## src/hdl/deq_pkg.sv

```systemverilog
`timescale 1ns / 1ps
// ----------------------------------------------------------------------------
// deq_pkg
// shared constants and types for the byte deque engine
// ----------------------------------------------------------------------------
package deq_pkg;
  localparam int DepthDef = 128;
  localparam logic [7:0] CapReset = 8'd100;

  localparam logic [3:0] OpPushFront = 4'd0;
  localparam logic [3:0] OpPushRear  = 4'd1;
  localparam logic [3:0] OpPopFront  = 4'd2;
  localparam logic [3:0] OpPopRear   = 4'd3;
  localparam logic [3:0] OpPeekFront = 4'd4;
  localparam logic [3:0] OpPeekRear  = 4'd5;
  localparam logic [3:0] OpReplFront = 4'd6;
  localparam logic [3:0] OpReplRear  = 4'd7;
  localparam logic [3:0] OpRotRtoF   = 4'd8;
  localparam logic [3:0] OpRotFtoR   = 4'd9;
  localparam logic [3:0] OpFind      = 4'd10;
  localparam logic [3:0] OpCount     = 4'd11;
  localparam logic [3:0] OpDedup     = 4'd12;
  localparam logic [3:0] OpClear     = 4'd13;

  localparam logic [1:0] StOk    = 2'd0;
  localparam logic [1:0] StEmpty = 2'd1;
  localparam logic [1:0] StFull  = 2'd2;

  typedef enum logic [2:0] {
    S_IDLE, S_RD, S_SEEN_CLR, S_SCAN, S_DONE
  } state_t;
endpackage

```

## src/hdl/double_ended_queue_engine.sv

```systemverilog
`timescale 1ns / 1ps
// ----------------------------------------------------------------------------
// double_ended_queue_engine
// byte deque in a ring memory with find, count and dedup scans
// ----------------------------------------------------------------------------
// Items enter on in_valid/in_ready (op, value) and one result item leaves on
// out_valid/out_ready for each. The user must assert cfg_we, which writes
// the capacity register, only while the block is idle; the block does not
// enforce it. State sits in a one-port-read ring memory with a registered
// read; pushes, replace and clear update state on accept and go straight to
// S_DONE, while pop, peek and rotate first read an end entry in S_RD. Find
// and count walk the stored bytes one per cycle; dedup first clears its
// 256-entry seen memory, then walks the bytes. The result sits in an output
// register: the next item is taken only after it is delivered, so a stalled
// receiver holds the block. Reset clears pointers, fill count and capacity
// (to 100); the ring memory is not cleared and needs no clearing pass.
// ----------------------------------------------------------------------------
module double_ended_queue_engine #(
  parameter int DEPTH = deq_pkg::DepthDef
) (
  input  logic       clk,
  input  logic       rst_n,
  input  logic       in_valid,
  output logic       in_ready,
  input  logic [3:0] in_op,
  input  logic [7:0] in_value,
  output logic       out_valid,
  input  logic       out_ready,
  output logic [1:0] out_status,
  output logic [7:0] out_result_byte,
  output logic [7:0] out_position,
  output logic [7:0] out_matches_res,
  output logic [7:0] out_fill_count,
  output logic       out_empty_flag,
  output logic       out_full_flag,
  input  logic       cfg_we,
  input  logic [7:0] cfg_wdata
);
  import deq_pkg::*;

  localparam int AW = $clog2(DEPTH);
  localparam int CW = $clog2(DEPTH + 1);

  logic [7:0] mem [DEPTH];
  logic       seen [256];

  state_t     state_r, state_nxt;
  logic [AW-1:0] head_r, head_nxt;
  logic [CW-1:0] cnt_r, cnt_nxt;
  logic [7:0] cap_r;
  logic [3:0] op_r, op_nxt;
  logic [7:0] val_r, val_nxt;
  logic [CW-1:0] i_r, i_nxt, j_r, j_nxt;
  logic [7:0] hit_r, hit_nxt;
  logic       found_r, found_nxt;
  logic       rv_r, rv_nxt;
  logic       dv_r, dv_nxt;
  logic [7:0] db_r, db_nxt;
  logic       lw_r, lw_nxt;
  logic [7:0] lb_r, lb_nxt;
  logic [7:0] rd_q;
  logic       sn_q;

  logic          m_we;
  logic [AW-1:0] m_wa, m_ra;
  logic [7:0]    m_wd;
  logic          s_we, s_wd;
  logic [7:0]    s_wa, s_ra;

  logic       ov_r, ov_nxt;
  logic [1:0] ost_r, ost_nxt;
  logic [7:0] orb_r, orb_nxt, opos_r, opos_nxt, omat_r, omat_nxt;

  logic [CW-1:0] effcap;
  logic          full_now;
  logic [AW-1:0] rear_a, tail_a, hm1;

  function automatic logic [AW-1:0] slot(input logic [AW-1:0] h,
                                         input logic [CW-1:0] off);
    logic [CW:0] s;
    s = {{(CW+1-AW){1'b0}}, h} + {1'b0, off};
    if (s >= (CW+1)'(DEPTH)) s = s - (CW+1)'(DEPTH);
    return s[AW-1:0];
  endfunction

  assign effcap = (int'(cap_r) > DEPTH) ? CW'(DEPTH) : CW'(cap_r);
  assign full_now = cnt_r >= effcap;
  assign rear_a = slot(head_r, cnt_r - CW'(1));
  assign tail_a = slot(head_r, cnt_r);
  assign hm1 = (head_r == '0) ? AW'(DEPTH - 1) : head_r - AW'(1);
  assign in_ready = (state_r == S_IDLE) && !ov_r;

  always_ff @(posedge clk) begin
    if (m_we) mem[m_wa] <= m_wd;
    rd_q <= mem[m_ra];
    if (s_we) seen[s_wa] <= s_wd;
    sn_q <= seen[s_ra];
  end

  always_ff @(posedge clk) begin
    if (!rst_n) begin
      state_r <= S_IDLE;
      head_r <= '0;
      cnt_r <= '0;
      cap_r <= CapReset;
      ov_r <= 1'b0;
      rv_r <= 1'b0;
    end else begin
      state_r <= state_nxt;
      head_r <= head_nxt;
      cnt_r <= cnt_nxt;
      ov_r <= ov_nxt;
      rv_r <= rv_nxt;
      if (cfg_we) cap_r <= cfg_wdata;
    end
    op_r <= op_nxt;
    val_r <= val_nxt;
    i_r <= i_nxt;
    j_r <= j_nxt;
    hit_r <= hit_nxt;
    found_r <= found_nxt;
    dv_r <= dv_nxt;
    db_r <= db_nxt;
    lw_r <= lw_nxt;
    lb_r <= lb_nxt;
    ost_r <= ost_nxt;
    orb_r <= orb_nxt;
    opos_r <= opos_nxt;
    omat_r <= omat_nxt;
  end

  always_comb begin
    state_nxt = state_r;
    head_nxt = head_r;
    cnt_nxt = cnt_r;
    op_nxt = op_r;
    val_nxt = val_r;
    i_nxt = i_r;
    j_nxt = j_r;
    hit_nxt = hit_r;
    found_nxt = found_r;
    rv_nxt = 1'b0;
    dv_nxt = 1'b0;
    db_nxt = db_r;
    lw_nxt = 1'b0;
    lb_nxt = lb_r;
    ov_nxt = ov_r && !out_ready;
    ost_nxt = ost_r;
    orb_nxt = orb_r;
    opos_nxt = opos_r;
    omat_nxt = omat_r;
    m_we = 1'b0;
    m_wa = head_r;
    m_wd = val_r;
    m_ra = head_r;
    s_we = 1'b0;
    s_wd = 1'b0;
    s_wa = hit_r;
    s_ra = rd_q;
    case (state_r)
      S_IDLE: begin
        if (in_valid && in_ready) begin
          op_nxt = in_op;
          val_nxt = in_value;
          ost_nxt = StOk;
          orb_nxt = '0;
          opos_nxt = '0;
          omat_nxt = '0;
          i_nxt = '0;
          j_nxt = '0;
          hit_nxt = '0;
          found_nxt = 1'b0;
          state_nxt = S_DONE;
          case (in_op)
            OpPushFront, OpPushRear: begin
              if (full_now) ost_nxt = StFull;
              else begin
                m_we = 1'b1;
                m_wd = in_value;
                m_wa = (in_op == OpPushFront) ? hm1 : tail_a;
                if (in_op == OpPushFront) head_nxt = hm1;
                cnt_nxt = cnt_r + CW'(1);
              end
            end
            OpPopFront, OpPopRear, OpPeekFront, OpPeekRear,
            OpReplFront, OpReplRear: begin
              if (cnt_r == '0) ost_nxt = StEmpty;
              else if (in_op == OpReplFront || in_op == OpReplRear) begin
                m_we = 1'b1;
                m_wd = in_value;
                m_wa = in_op[0] ? rear_a : head_r;
              end else begin
                m_ra = in_op[0] ? rear_a : head_r;
                state_nxt = S_RD;
              end
            end
            OpRotRtoF, OpRotFtoR: begin
              if (cnt_r >= CW'(2)) begin
                m_ra = (in_op == OpRotRtoF) ? rear_a : head_r;
                state_nxt = S_RD;
              end
            end
            OpFind, OpCount: begin
              m_ra = head_r;
              rv_nxt = cnt_r != '0;
              i_nxt = CW'(1);
              state_nxt = S_SCAN;
            end
            OpDedup: begin
              state_nxt = S_SEEN_CLR;
            end
            OpClear: begin
              cnt_nxt = '0;
              head_nxt = '0;
            end
            default: ;
          endcase
        end
      end
      S_RD: begin
        state_nxt = S_DONE;
        case (op_r)
          OpPopFront: begin
            orb_nxt = rd_q;
            head_nxt = slot(head_r, CW'(1));
            cnt_nxt = cnt_r - CW'(1);
          end
          OpPopRear: begin
            orb_nxt = rd_q;
            cnt_nxt = cnt_r - CW'(1);
          end
          OpPeekFront, OpPeekRear: orb_nxt = rd_q;
          OpRotRtoF: begin
            m_we = 1'b1;
            m_wa = hm1;
            m_wd = rd_q;
            head_nxt = hm1;
          end
          OpRotFtoR: begin
            m_we = 1'b1;
            m_wa = tail_a;
            m_wd = rd_q;
            head_nxt = slot(head_r, CW'(1));
          end
          default: ;
        endcase
      end
      S_SEEN_CLR: begin
        s_we = 1'b1;
        s_wa = hit_r;
        hit_nxt = hit_r + 8'd1;
        if (hit_r == 8'd255) begin
          m_ra = head_r;
          rv_nxt = cnt_r != '0;
          i_nxt = CW'(1);
          j_nxt = '0;
          hit_nxt = '0;
          state_nxt = S_SCAN;
        end
      end
      S_SCAN: begin
        m_ra = slot(head_r, i_r);
        if (i_r < cnt_r) begin
          rv_nxt = 1'b1;
          i_nxt = i_r + CW'(1);
        end
        if (rv_r) begin
          case (op_r)
            OpFind: begin
              if (!found_r && rd_q == val_r) begin
                found_nxt = 1'b1;
                opos_nxt = 8'(i_r);
              end
            end
            OpCount: begin
              if (rd_q == val_r) hit_nxt = hit_r + 8'd1;
            end
            default: begin
              s_ra = rd_q;
              dv_nxt = 1'b1;
              db_nxt = rd_q;
            end
          endcase
        end
        // dedup second stage, forward the seen bit written last cycle
        if (dv_r) begin
          if (!(sn_q || (lw_r && lb_r == db_r))) begin
            s_we = 1'b1;
            s_wa = db_r;
            s_wd = 1'b1;
            m_we = 1'b1;
            m_wa = slot(head_r, j_r);
            m_wd = db_r;
            j_nxt = j_r + CW'(1);
            lw_nxt = 1'b1;
            lb_nxt = db_r;
          end
        end
        if (!rv_nxt && !dv_nxt) begin
          omat_nxt = (op_r == OpCount) ? hit_nxt : 8'd0;
          if (op_r == OpDedup) cnt_nxt = j_nxt;
          state_nxt = S_DONE;
        end
      end
      S_DONE: begin
        ov_nxt = 1'b1;
        state_nxt = S_IDLE;
      end
      default: state_nxt = S_IDLE;
    endcase
  end

  assign out_valid = ov_r;
  assign out_status = ost_r;
  assign out_result_byte = orb_r;
  assign out_position = opos_r;
  assign out_matches_res = omat_r;
  assign out_fill_count = 8'(cnt_r);
  assign out_empty_flag = cnt_r == '0;
  assign out_full_flag = full_now;

  a_ready_idle: assert property (@(posedge clk) disable iff (!rst_n)
    in_ready |-> !out_valid) else $error("ready while result pending");
  a_cnt_cap: assert property (@(posedge clk) disable iff (!rst_n)
    cnt_r <= CW'(DEPTH)) else $error("fill above depth");
  a_hold: assert property (@(posedge clk) disable iff (!rst_n)
    out_valid && !out_ready |=> out_valid && $stable(cnt_r))
    else $error("result lost");
endmodule
```

## config.mk

```make
export PLATFORM = sky130hd
export DESIGN_NAME = double_ended_queue_engine
export DESIGN_NICKNAME = d
export VERILOG_FILES = /design/src/hdl/deq_pkg.sv /design/src/hdl/double_ended_queue_engine.sv
export SDC_FILE = /design/constraint.sdc
export NUM_CORES = 2
export LEC_CHECK = 0
export ABC_CLOCK_PERIOD_IN_PS = 11000
export BUFFER_PORTS_ARGS = -buffer_cell sky130_fd_sc_hd__buf_2
export CAP_MARGIN = 20
export CORE_UTILIZATION = 45
export DETAILED_ROUTE_END_ITERATION = 7
export GPL_TIMING_DRIVEN = 0
export PLACE_DENSITY = 0.65
export SETUP_SLACK_MARGIN = 0.3
export SKIP_CTS_REPAIR_TIMING = 1
export SYNTH_ARGS = -nofsm -noshare
export SYNTH_HDL_FRONTEND = slang
export SYNTH_SLANG_ARGS = --single-unit
export TNS_END_PERCENT = 5
```

## constraint.sdc

```tcl
create_clock -name clk -period 11 [get_ports clk]
set_input_delay 2.2 -clock clk [delete_from_list [all_inputs] [get_ports clk]]
set_output_delay 2.2 -clock clk [all_outputs]
set_load 0.02 [all_outputs]
```

==> flow_metrics.tcl <==
set metrics [dict create \
    status "finished clean" \
    rows 133 \
    drive_above_1_share 0.1341 \
    grt_pass1_wl_um 249000 \
    post-dp-hpwl_um 118700 \
    grt_antenna_before_repair 9 \
    ys_seq_area_frac 0.6991 \
    fmax_mhz 130.8 \
    coreArea_um2 131300 \
    netlist.top_cell.by_area "edfxtp_1" \
    clk_path_buf_depth 3 \
    hold_viol 0 \
    cts_buffers 145 \
    routed_wl_um 172900 \
    path_class "in -> reg" \
    grt_pass1_vias 36680 \
    max_stage_delay_ns 0.94 \
    port_buffers 61 \
    gr-usage-all-layers 0.2584 \
    cts_tree "done" \
    critPathRequiredTime_ns 11.58 \
    rsz0062_at_grt "no" \
    max_cap_viol_count 0 \
    die_area_um2 133700 \
    p_leak_uw 0.02149 \
    netSwitchingPower_uw 6720 \
    vias 38030 \
    synthTopCellsByArea "edfxtp_1 69%, mux4_2 6.3%, nand2_1 3.7%" \
    setup_slack_ns 3.353 \
    power_uw 17810 \
    seq_area_um2 41590 \
    skew_ns 0.02454 \
    synthesis.instances 4148 \
    cts.clk_slew.worst_paths_ns 0.06 \
    synth_edf_count 1359 \
    cp_max_fo 18 \
    grt_max_degree 110 \
    drt_pre_antenna_iters 6 \
    ys_types 89 \
    period_needed_ns 7.647 \
    drt_iter0_markers 5047 \
    postLayoutCellArea_um2 67310 \
    wl_per_cell_um 27.50 \
    multi_input_area_um2 16730 \
    die_h_um 365.6 \
    placed_area_um2 62610 \
    grt-ovfl-total 0 \
    comb_power_share 0.351 \
    clockRootBuffer "clkbuf_16" \
    worstSkewPairLatency_ns 0.78 \
    relSlewSlack 0.1476 \
    switching_share 0.3774 \
    period_share 0.6951 \
    htree_levels 4 \
    viasPerCell 6.050 \
    area_growth_pct 13.14 \
    clockPowerShare 0.269 \
    die_width_um 365.6 \
    synth_fp_nets 4227 \
    pre_cts_slack_ns 2.773 \
    place_congestion 1.006 \
    fin_nets 4490 \
    path_cells "buf_2 > nor2b_1 > nand2_2 > inv_1 > o21ai_0 > a311oi_1 > buf_6 > and2_1 > buf_6 > clkbuf_1 > clkbuf_1 > nand3_1 > nand4_1 > nand4_1 > a2111oi_0 > nand3_1" \
    critPathLaunchType "input pin" \
    synthFlopType "edfxtp_1" \
    slew_viol_final 0 \
    avgSynthCellArea_um2 14.34 \
    slowest_stage "a2111oi_0" \
    worstPathArrival_ns 8.22 \
    p_per_area_nw_per_um2 264.6 \
    ys_warn_count 0 \
    power.internal_uw 11090 \
    clock-sinks 1398 \
    io_pins 63 \
    power_frac_seq 0.380 \
    synth.ff_latch_count 1398 \
    synth_area_um2 59490 \
    drc 0 \
    async_flop_share 0 \
    ant_nets 0 \
    initial_core_util 0.4531 \
    tightest_slew_ns 1.265 \
    critPathCaptureType "register" \
    synth_top_area_frac 0.6860 \
    peakVddDrop_v 0.0001921 \
    fillers 10890 \
    setup_viol 0 \
    hold_class "reg -> reg" \
]
cell type report:
type                            instances  share of cell area
Antenna cell                            4           0.0001487
Multi-Input combinational cell       2460              0.2486
Inverter                               34            0.001896
Timing Repair Buffer                  116             0.01396
Sequential cell                      1398              0.6179
Buffer                                256             0.01673
Tap cell                             1755             0.03263
Clock buffer                          173             0.05610
Clock inverter                         89             0.01197
worst paths after layout:
check / startpoint / slack, ns / endpoint / cells past startpoint
hold reg to reg: rd_q[2] / 0.43 / db_r[2] / 0
hold / removal: rd_q[2] / 0.43 / db_r[2] / 0
setup / recovery: in_valid / 3.35 / rd_q[3] / 16
setup reg to reg: out_fill_count[1] / 3.85 / rd_q[3] / 18
sequential cells by signal, summed over array words and instances, names as in the netlist, 2 cells and up:
register	count
hit_r	8
out_matches_res	8
db_r	8
out_result_byte	8
head_r	7
i_r	8
out_status	2
mem	1024
cap_r	8
rd_q	8
out_fill_count	8
op_r	4
lb_r	8
out_position	8
state_r	3
seen	256
j_r	8
val_r	8
critical path, delay by kind of cell:
| family | cells | cell delay (ns) |
|---|---|---|
| buf+inv | 6 | 2.57 |
| compound gates | 3 | 1.94 |
| simple gates | 7 | 1.49 |
cells in the mapped netlist, types with 44 or more instances:
library cell,count
nand2_1,585
o21ai_0,67
ha_1,50
xnor2_1,44
clkbuf_1,143
a32oi_1,46
nor3_1,56
a21oi_1,147
buf_2,60
mux2i_1,128
nor2_1,470
nand3_1,177
edfxtp_1,1359
mux4_2,167
cell families (layout without fill, tap and decap cells):
family | after synthesis | in the layout | synth area share
simple gates | 1510 | 1510 | 0.1112
flops | 1398 | 1398 | 0.6991
compound gates | 531 | 531 | 0.06158
mux | 297 | 297 | 0.08524
buf+inv | 290 | 668 | 0.02101
xor+xnor | 68 | 68 | 0.01001
fa+ha+maj | 54 | 54 | 0.01186
other cells | 0 | 4 | 0
cell usage in the layout, fill, tap and decap left out, types with 50 or more instances in the layout:
cell / count
a21oi_1: 147
buf_2: 139
clkbuf_1: 168
clkbuf_16: 147
edfxtp_1: 1359
ha_1: 50
mux2i_1: 128
mux4_2: 167
nand2_1: 577
nand3_1: 177
nor2_1: 470
nor3_1: 51
o21ai_0: 67
metrics by stage:
| stage | hold slack, ns | utilization | instances | setup TNS (ns) |
|---|---|---|---|---|
| CTS | 0.4265 | 0.5117 | 6270 | 0 |
| global route | 0.4366 | 0.5126 | 6282 | 0 |
| floorplan | 0.4064 | - | 4148 | 0 |
| detailed placement | 0.4121 | 0.4768 | 6008 | 0 |
| finish | 0.4314 | 0.5126 | 6285 | 0 |
| global placement | 0.4123 | 0.4721 | 5964 | -3315.42 |
power groups by stage:
stage | Combinational [uW] | Sequential [uW] | Clock (uW)
global placement | 5850 | 7080 | 0
finish | 6250 | 6770 | 4790
global route | 6560 | 6780 | 5020
floorplan | 3540 | 6930 | 0
detailed placement | 6100 | 6870 | 0
CTS | 6120 | 6760 | 4810
per-layer routing:
layer / global-route usage / wire length (um) / vias up / part of all wire
met1: 0.3434 / 67770 / 19150 / 0.39
met2: 0.4018 / 79370 / 2087 / 0.46
met3: 0.06088 / 17300 / 417 / 0.10
met5: 0 / 20 / - / 0.00012
met4: 0.1215 / 8384 / 2 / 0.049
li1: - / - / 16370 / -
(Power assumes the default switching activity.)
